===== src/ldtu_pkg.sv =====
// Shared constants, types and the strength classifier for the device table.
package ldtu_pkg;

  localparam int TABLE_ENTRIES = 32;
  localparam int SLOT_W = $clog2(TABLE_ENTRIES);
  localparam int MAC_W = 48;
  localparam int SIG_W = 8;
  localparam int TICK_W = 32;
  localparam int CLASS_W = 2;
  localparam int SLOT_OUT_W = 5;
  localparam int COUNT_W = 32;
  localparam int CFG_IDX_W = 2;

  localparam logic [CFG_IDX_W-1:0] CFG_STRONG = 2'd0;
  localparam logic [CFG_IDX_W-1:0] CFG_MODERATE = 2'd1;
  localparam logic [CFG_IDX_W-1:0] CFG_WEAK = 2'd2;

  localparam logic signed [SIG_W-1:0] STRONG_RESET = -8'sd50;
  localparam logic signed [SIG_W-1:0] MODERATE_RESET = -8'sd70;
  localparam logic signed [SIG_W-1:0] WEAK_RESET = -8'sd85;

  localparam logic [CLASS_W-1:0] CLASS_STRONG = 2'd0;
  localparam logic [CLASS_W-1:0] CLASS_MODERATE = 2'd1;
  localparam logic [CLASS_W-1:0] CLASS_WEAK = 2'd2;
  localparam logic [CLASS_W-1:0] CLASS_VERY_WEAK = 2'd3;

  typedef struct packed {
    logic capture;
    logic rd_en;
    logic [SLOT_W-1:0] rd_addr;
    logic commit;
  } ldtu_cmd_t;

  typedef struct packed {
    logic out_busy;
  } ldtu_status_t;

  function automatic logic [CLASS_W-1:0] classify(
    input logic signed [SIG_W-1:0] sig,
    input logic signed [SIG_W-1:0] strong_th,
    input logic signed [SIG_W-1:0] moderate_th,
    input logic signed [SIG_W-1:0] weak_th
  );
    logic [CLASS_W-1:0] cls;
    if (sig >= strong_th) begin
      cls = CLASS_STRONG;
    end else if (sig >= moderate_th) begin
      cls = CLASS_MODERATE;
    end else if (sig >= weak_th) begin
      cls = CLASS_WEAK;
    end else begin
      cls = CLASS_VERY_WEAK;
    end
    return cls;
  endfunction

endpackage


===== src/ldtu_ctrl.sv =====
// Controller: sequences capture, table scan, drain and commit of one item.
module ldtu_ctrl (
  input  logic                  clk,
  input  logic                  rst,
  input  logic                  in_valid,
  output logic                  in_stall,
  input  ldtu_pkg::ldtu_status_t status,
  output ldtu_pkg::ldtu_cmd_t    cmd
);
  import ldtu_pkg::*;

  typedef enum logic [1:0] {
    IDLE,
    SCAN,
    DRAIN,
    COMMIT
  } state_t;

  state_t state;
  logic [SLOT_W-1:0] cnt;

  always_ff @(posedge clk) begin
    if (rst) begin
      state <= IDLE;
      cnt <= '0;
    end else begin
      unique case (state)
        IDLE: begin
          cnt <= '0;
          if (in_valid) begin
            state <= SCAN;
          end
        end
        SCAN: begin
          if (cnt == SLOT_W'(TABLE_ENTRIES - 1)) begin
            state <= DRAIN;
          end else begin
            cnt <= cnt + 1'b1;
          end
        end
        DRAIN: begin
          state <= COMMIT;
        end
        COMMIT: begin
          if (!status.out_busy) begin
            state <= IDLE;
          end
        end
        default: begin
          state <= IDLE;
        end
      endcase
    end
  end

  always_comb begin
    in_stall = (state != IDLE);
    cmd.capture = (state == IDLE) && in_valid;
    cmd.rd_en = (state == SCAN);
    cmd.rd_addr = cnt;
    cmd.commit = (state == COMMIT) && !status.out_busy;
  end

endmodule


===== src/ldtu_dp.sv =====
// Datapath: thresholds, table memories, scan compare and result register.
module ldtu_dp (
  input  logic                                   clk,
  input  logic                                   rst,
  input  ldtu_pkg::ldtu_cmd_t                     cmd,
  output ldtu_pkg::ldtu_status_t                  status,
  input  logic                                   cfg_write,
  input  logic [ldtu_pkg::CFG_IDX_W-1:0]          cfg_index,
  input  logic [ldtu_pkg::SIG_W-1:0]              cfg_data,
  input  logic [ldtu_pkg::MAC_W-1:0]              mac_address,
  input  logic signed [ldtu_pkg::SIG_W-1:0]       signal_dbm,
  input  logic [ldtu_pkg::TICK_W-1:0]             tick_now,
  output logic                                   out_valid,
  input  logic                                   out_stall,
  output logic [ldtu_pkg::MAC_W-1:0]              entry_mac,
  output logic signed [ldtu_pkg::SIG_W-1:0]       entry_signal_dbm,
  output logic [ldtu_pkg::CLASS_W-1:0]            strength_class,
  output logic [ldtu_pkg::SLOT_OUT_W-1:0]         slot_index,
  output logic                                   hit,
  output logic                                   replaced,
  output logic [ldtu_pkg::MAC_W-1:0]              replaced_mac,
  output logic [ldtu_pkg::COUNT_W-1:0]            replacement_count
);
  import ldtu_pkg::*;

  logic signed [SIG_W-1:0] strong_th;
  logic signed [SIG_W-1:0] moderate_th;
  logic signed [SIG_W-1:0] weak_th;

  logic [MAC_W-1:0] cur_mac;
  logic signed [SIG_W-1:0] cur_sig;
  logic [TICK_W-1:0] cur_tick;

  logic [MAC_W-1:0] mac_mem [TABLE_ENTRIES];
  logic [TICK_W-1:0] tick_mem [TABLE_ENTRIES];
  logic [TABLE_ENTRIES-1:0] valid;

  logic rd_pend;
  logic rd_valid;
  logic [SLOT_W-1:0] rd_idx;
  logic [MAC_W-1:0] rd_mac;
  logic [TICK_W-1:0] rd_tick;

  logic hit_found;
  logic [SLOT_W-1:0] hit_slot;
  logic free_found;
  logic [SLOT_W-1:0] open_slot;
  logic lru_found;
  logic [SLOT_W-1:0] lru_slot;
  logic [TICK_W-1:0] lru_tick;
  logic [MAC_W-1:0] lru_mac;

  logic [COUNT_W-1:0] repl_count;
  logic [COUNT_W-1:0] repl_count_next;
  logic evict;
  logic [SLOT_W-1:0] slot;
  logic [SLOT_W+SLOT_OUT_W-1:0] slot_wide;

  assign status.out_busy = out_valid && out_stall;

  always_comb begin
    evict = !hit_found && !free_found;
    if (hit_found) begin
      slot = hit_slot;
    end else if (free_found) begin
      slot = open_slot;
    end else begin
      slot = lru_slot;
    end
    slot_wide = {{SLOT_OUT_W{1'b0}}, slot};
    repl_count_next = evict ? repl_count + 1'b1 : repl_count;
  end

  always_ff @(posedge clk) begin
    if (rst) begin
      strong_th <= STRONG_RESET;
      moderate_th <= MODERATE_RESET;
      weak_th <= WEAK_RESET;
    end else if (cfg_write) begin
      unique case (cfg_index)
        CFG_STRONG: strong_th <= cfg_data;
        CFG_MODERATE: moderate_th <= cfg_data;
        CFG_WEAK: weak_th <= cfg_data;
        default: begin
        end
      endcase
    end
  end

  always_ff @(posedge clk) begin
    if (cmd.capture) begin
      cur_mac <= mac_address;
      cur_sig <= signal_dbm;
      cur_tick <= tick_now;
    end
  end

  always_ff @(posedge clk) begin
    if (cmd.commit) begin
      mac_mem[slot] <= cur_mac;
      tick_mem[slot] <= cur_tick;
    end
  end

  always_ff @(posedge clk) begin
    if (cmd.rd_en) begin
      rd_mac <= mac_mem[cmd.rd_addr];
      rd_tick <= tick_mem[cmd.rd_addr];
      rd_valid <= valid[cmd.rd_addr];
      rd_idx <= cmd.rd_addr;
    end
  end

  always_ff @(posedge clk) begin
    if (rst) begin
      valid <= '0;
      rd_pend <= 1'b0;
      repl_count <= '0;
    end else begin
      rd_pend <= cmd.rd_en;
      if (cmd.commit) begin
        valid[slot] <= 1'b1;
        repl_count <= repl_count_next;
      end
    end
  end

  always_ff @(posedge clk) begin
    if (rst) begin
      hit_found <= 1'b0;
      free_found <= 1'b0;
      lru_found <= 1'b0;
    end else if (cmd.capture) begin
      hit_found <= 1'b0;
      free_found <= 1'b0;
      lru_found <= 1'b0;
    end else if (rd_pend) begin
      if (rd_valid) begin
        if (rd_mac == cur_mac) begin
          if (!hit_found) begin
            hit_found <= 1'b1;
            hit_slot <= rd_idx;
          end
        end else if (!lru_found || rd_tick < lru_tick) begin
          lru_found <= 1'b1;
          lru_slot <= rd_idx;
          lru_tick <= rd_tick;
          lru_mac <= rd_mac;
        end
      end else if (!free_found) begin
        free_found <= 1'b1;
        open_slot <= rd_idx;
      end
    end
  end

  always_ff @(posedge clk) begin
    if (rst) begin
      out_valid <= 1'b0;
    end else if (cmd.commit) begin
      out_valid <= 1'b1;
    end else if (out_valid && !out_stall) begin
      out_valid <= 1'b0;
    end
  end

  always_ff @(posedge clk) begin
    if (cmd.commit) begin
      entry_mac <= cur_mac;
      entry_signal_dbm <= cur_sig;
      strength_class <= classify(cur_sig, strong_th, moderate_th, weak_th);
      slot_index <= slot_wide[SLOT_OUT_W-1:0];
      hit <= hit_found;
      replaced <= evict;
      replaced_mac <= evict ? lru_mac : '0;
      replacement_count <= repl_count_next;
    end
  end

endmodule


===== src/lru_device_table_upsert.sv =====
// Top level: device sighting table with least-recently-seen replacement.
// Each item is captured, then every slot is scanned, one slot per cycle, from the
// address and tick memories; no new item is taken until its result is committed,
// and commit waits while a result is held.
// Reset: all slots invalid, eviction count zero, thresholds -50/-70/-85 dBm.
// No clearing pass; items are accepted from the first cycle after reset.
module lru_device_table_upsert (
  input  logic                                   clk,
  input  logic                                   rst,
  input  logic                                   cfg_write,
  input  logic [ldtu_pkg::CFG_IDX_W-1:0]          cfg_index,
  input  logic [ldtu_pkg::SIG_W-1:0]              cfg_data,
  input  logic                                   in_valid,
  output logic                                   in_stall,
  input  logic [ldtu_pkg::MAC_W-1:0]              mac_address,
  input  logic signed [ldtu_pkg::SIG_W-1:0]       signal_dbm,
  input  logic [ldtu_pkg::TICK_W-1:0]             tick_now,
  output logic                                   out_valid,
  input  logic                                   out_stall,
  output logic [ldtu_pkg::MAC_W-1:0]              entry_mac,
  output logic signed [ldtu_pkg::SIG_W-1:0]       entry_signal_dbm,
  output logic [ldtu_pkg::CLASS_W-1:0]            strength_class,
  output logic [ldtu_pkg::SLOT_OUT_W-1:0]         slot_index,
  output logic                                   hit,
  output logic                                   replaced,
  output logic [ldtu_pkg::MAC_W-1:0]              replaced_mac,
  output logic [ldtu_pkg::COUNT_W-1:0]            replacement_count
);
  import ldtu_pkg::*;

  ldtu_cmd_t cmd;
  ldtu_status_t status;

  ldtu_ctrl u_ctrl (
    .clk      (clk),
    .rst      (rst),
    .in_valid (in_valid),
    .in_stall (in_stall),
    .status   (status),
    .cmd      (cmd)
  );

  ldtu_dp u_dp (
    .clk               (clk),
    .rst               (rst),
    .cmd               (cmd),
    .status            (status),
    .cfg_write         (cfg_write),
    .cfg_index         (cfg_index),
    .cfg_data          (cfg_data),
    .mac_address       (mac_address),
    .signal_dbm        (signal_dbm),
    .tick_now          (tick_now),
    .out_valid         (out_valid),
    .out_stall         (out_stall),
    .entry_mac         (entry_mac),
    .entry_signal_dbm  (entry_signal_dbm),
    .strength_class    (strength_class),
    .slot_index        (slot_index),
    .hit               (hit),
    .replaced          (replaced),
    .replaced_mac      (replaced_mac),
    .replacement_count (replacement_count)
  );

endmodule


===== config.mk =====
export PLATFORM = sky130hd
export DESIGN_NAME = lru_device_table_upsert
export DESIGN_NICKNAME = d
export VERILOG_FILES = /design/src/ldtu_pkg.sv /design/src/ldtu_ctrl.sv /design/src/ldtu_dp.sv /design/src/lru_device_table_upsert.sv
export SDC_FILE = /design/constraint.sdc
export NUM_CORES = 2
export LEC_CHECK = 0
export BUFFER_PORTS_ARGS = -buffer_cell sky130_fd_sc_hd__buf_2
export CELL_PAD_IN_SITES_DETAIL_PLACEMENT = 1
export CELL_PAD_IN_SITES_GLOBAL_PLACEMENT = 2
export CORE_AREA = 4 4 513 515
export CTS_CLUSTER_DIAMETER = 50
export DETAILED_ROUTE_END_ITERATION = 10
export DIE_AREA = 0 0 517 519
export GPL_ROUTABILITY_DRIVEN = 0
export PLACE_DENSITY = 0.77
export SETUP_SLACK_MARGIN = 0.3
export SLEW_MARGIN = 15
export SYNTH_ARGS = -nofsm -noshare
export SYNTH_HDL_FRONTEND = slang
export SYNTH_SLANG_ARGS = --single-unit

===== constraint.sdc =====
create_clock -name clk -period 19.5 [get_ports clk]
set_input_delay 2.925 -clock clk [delete_from_list [all_inputs] [get_ports clk]]
set_output_delay 2.925 -clock clk [all_outputs]
set_load 0.01 [all_outputs]

==> flow_metrics.env <==
export IMPL_status="finished clean"
export IMPL_ys_types=50
export IMPL_yosys_top_cells_area="edfxtp_1, mux4_2, dfxtp_1, mux2_2, ha_1"
export IMPL_cp_end_kind="flop"
export IMPL_ctsRootBufferMaster="clkbuf_16"
export IMPL_total_power_mw=17.05
export IMPL_cts_tree="yes"
export IMPL_synth_fa_ha_area_frac=0.006681
export IMPL_synth_common_cells="edfxtp_1, mux4_2, nor2_1, clkbuf_1, dfxtp_1"
export IMPL_grt_first_pass_wirelength_um=426900
export IMPL_synth_edf_count=2974
export IMPL_area_growth_pct=15.14
export IMPL_ant_nets=0
export IMPL_drv_cap=0
export IMPL_synth_cells=4949
export IMPL_die_h_um=519
export IMPL_die_area_um2=268300
export IMPL_antenna_found_initial=26
export IMPL_yosysMostFrequentCell="edfxtp_1"
export IMPL_r2r_setup_slack_ps=14090
export IMPL_start_util=0.4487
export IMPL_syn_cell_area_um2=116100
export IMPL_clk_pin_slew_worst_paths_ps=50
export IMPL_htree_levels=5
export IMPL_ctsHoldBuffers=0
export IMPL_crit_fanout=72
export IMPL_min_path_type="flop to flop"
export IMPL_numCtsBuffers=359
export IMPL_slew_viol_final=0
export IMPL_wirelength_um=297000
export IMPL_synth_xor_area_share=0.007769
export IMPL_ir_drop_mv=0.1141
export IMPL_period_share=0.3502
export IMPL_fin_nets=5667
export IMPL_yosysSeqAreaShare=0.7864
export IMPL_power_leakage_nw=41.48
export IMPL_num_vias=54775
export IMPL_rows=187
export IMPL_post_cts_setup_buffers=0
export IMPL_timing_setup_tns_ps=0
export IMPL_cts_repair_resized=0
export IMPL_synth_largest_area_cell="edfxtp_1"
export IMPL_slew_headroom=0.1755
export IMPL_async_flop_share=0
export IMPL_io_pins=250
export IMPL_drive_above_1_share=0.3233
export IMPL_rsz0062_at_grt="false"
export IMPL_hold_violations=0
export IMPL_nFillCells=22353
export IMPL_insertion_delay_ps=970
export IMPL_skew_ps=98.26
export IMPL_setup_viol=0
export IMPL_start_kind="primary input"
export IMPL_numClockSinks=3074
export IMPL_synth_seq_cells=3074
export IMPL_drt_iter0_drc=6572
export IMPL_hpwl_um=164100
export IMPL_power_density_nw_per_um2=127.5
export IMPL_syn_avg_cell_area_um2=23.46
export IMPL_viasPerCell=5.967
export IMPL_first_pass_iters=5
export IMPL_synth_top_cell_area_share=0.7691
export IMPL_grt_max_degree=119
export IMPL_port_buffers=249
export IMPL_synth_area_mux_share=0.1658
export IMPL_synth_top_family_by_area="multiplexers"
export IMPL_timing_worst_setup_path_type="primary input to flop"
export IMPL_fmax_ghz=0.1465
export IMPL_worstMarginPinSlew_ps=1237
export IMPL_core_area_um2=258800
export IMPL_synth_flop_cell="edfxtp_1"
export IMPL_drc_errors=0
export IMPL_wl_per_cell_um=32.35
export IMPL_synth_simple_gate_area_frac=0.01623
export IMPL_yosys_warnings=0
export IMPL_grt_pass1_vias=57637
export IMPL_min_period_ps=6828
export IMPL_gr_total_overflow=0
export IMPL_arrival_ps=7410
export IMPL_die_w_um=517
export IMPL_clk_path_buf_depth=4
export IMPL_synth_compound_area_share=0.006896
export IMPL_syn_num_nets=5114
export IMPL_crit_required_ps=20080
export IMPL_grt_usage=0.2213
-- registers in the layout, indices dropped and copies added, names as in the netlist, 8 cells and up --
signal and count:
u_dp.strong_th 8, u_dp.replacement_count 32, u_dp.moderate_th 8, u_dp.lru_mac 48, u_dp.tick_mem 1024, u_dp.cur_mac 48
u_dp.lru_tick 32, u_dp.cur_tick 32, u_dp.repl_count 32, u_dp.weak_th 8, u_dp.mac_mem 1536, u_dp.valid 32
u_dp.rd_tick 32, u_dp.entry_signal_dbm 8, u_dp.cur_sig 8, u_dp.replaced_mac 48, u_dp.entry_mac 48, u_dp.rd_mac 48
-- per-stage QoR --
stage          cells  hold slack, ps  setup WS [ps]    util  area [um2]
2_1_floorplan   4949           406.4           6773       -      116100
3_3_place_gp    8529           436.1          11780  0.4721      122200
3_5_place_dp    8529           444.1          11580  0.4721      122200
4_1_cts         9163           433.0          12570  0.5158      133500
5_1_grt         9179           443.1          12380  0.5166      133700
6_report        9179           438.3          12670  0.5166      133700
-- critical path, stage by stage --
cell	delay [ps]
buf_2	120
nand2_1	80
nand2_1	390
inv_8	590
nand3_1	770
nor2_4	1000
buf_4	850
buf_4	540
-- area by class of cell --
| class | instances | area [um2] | share of cell area |
|---|---|---|---|
| Antenna cell | 2 | 5.005 | 0.00003743 |
| Inverter | 66 | 255.2 | 0.001909 |
| Clock buffer | 434 | 9318 | 0.06969 |
| Sequential cell | 3074 | 91330 | 0.6831 |
| Multi-Input combinational cell | 1587 | 23900 | 0.1788 |
| Clock inverter | 200 | 1984 | 0.01484 |
| Tap cell | 3402 | 4257 | 0.03184 |
| Timing Repair Buffer | 414 | 2648 | 0.01980 |
-- layout by cell type, fill, tap and decap left out, drive strengths merged, types with 62 or more instances in the layout --
cell / count
a21oi: 66
nor2: 146
clkinv: 116
buf: 414
inv: 95
clkbuf: 434
mux2: 83
dfxtp: 100
xor2: 71
nand2: 70
edfxtp: 2974
mux4: 810
ha: 62
-- report_power, final --
part	switching (mW)	total (mW)	internal (mW)
Sequential	0.273	8.12	7.85
Clock	2.65	6.44	3.79
Combinational	1.40	2.48	1.09
-- cell families after synthesis --
kind of cell / after synthesis
AOI/OAI and AO/OA: 131
xor gates and xnor gates: 103
adders and majority gates: 62
buffers and inverters: 288
DFF: 3074
muxes: 900
and+or+nand+nor: 391
-- path summary, 6_finish.rpt --
kind,to,depth (start not counted),start
setup / recovery,u_dp.mac_mem[6][26]$_DFFE_PP_,8,out_stall
hold / removal,u_dp.lru_tick[25]$_DFFE_PP_,0,u_dp.rd_tick[25]$_DFFE_PP_
setup reg to reg,u_dp.rd_mac[3]$_DFFE_PP_,6,u_ctrl.cnt[0]$_SDFFE_PP0P_
hold reg to reg,u_dp.lru_tick[25]$_DFFE_PP_,0,u_dp.rd_tick[25]$_DFFE_PP_
-- metal layers --
layer	GRT usage	share of wire	up-vias
li1	-	-	21979
met1	0.3124	0.40	29575
met2	0.3586	0.49	2717
met3	0.03881	0.079	500
met4	0.06089	0.027	4
met5	0	0.000091	-
(Power assumes the default switching activity.)
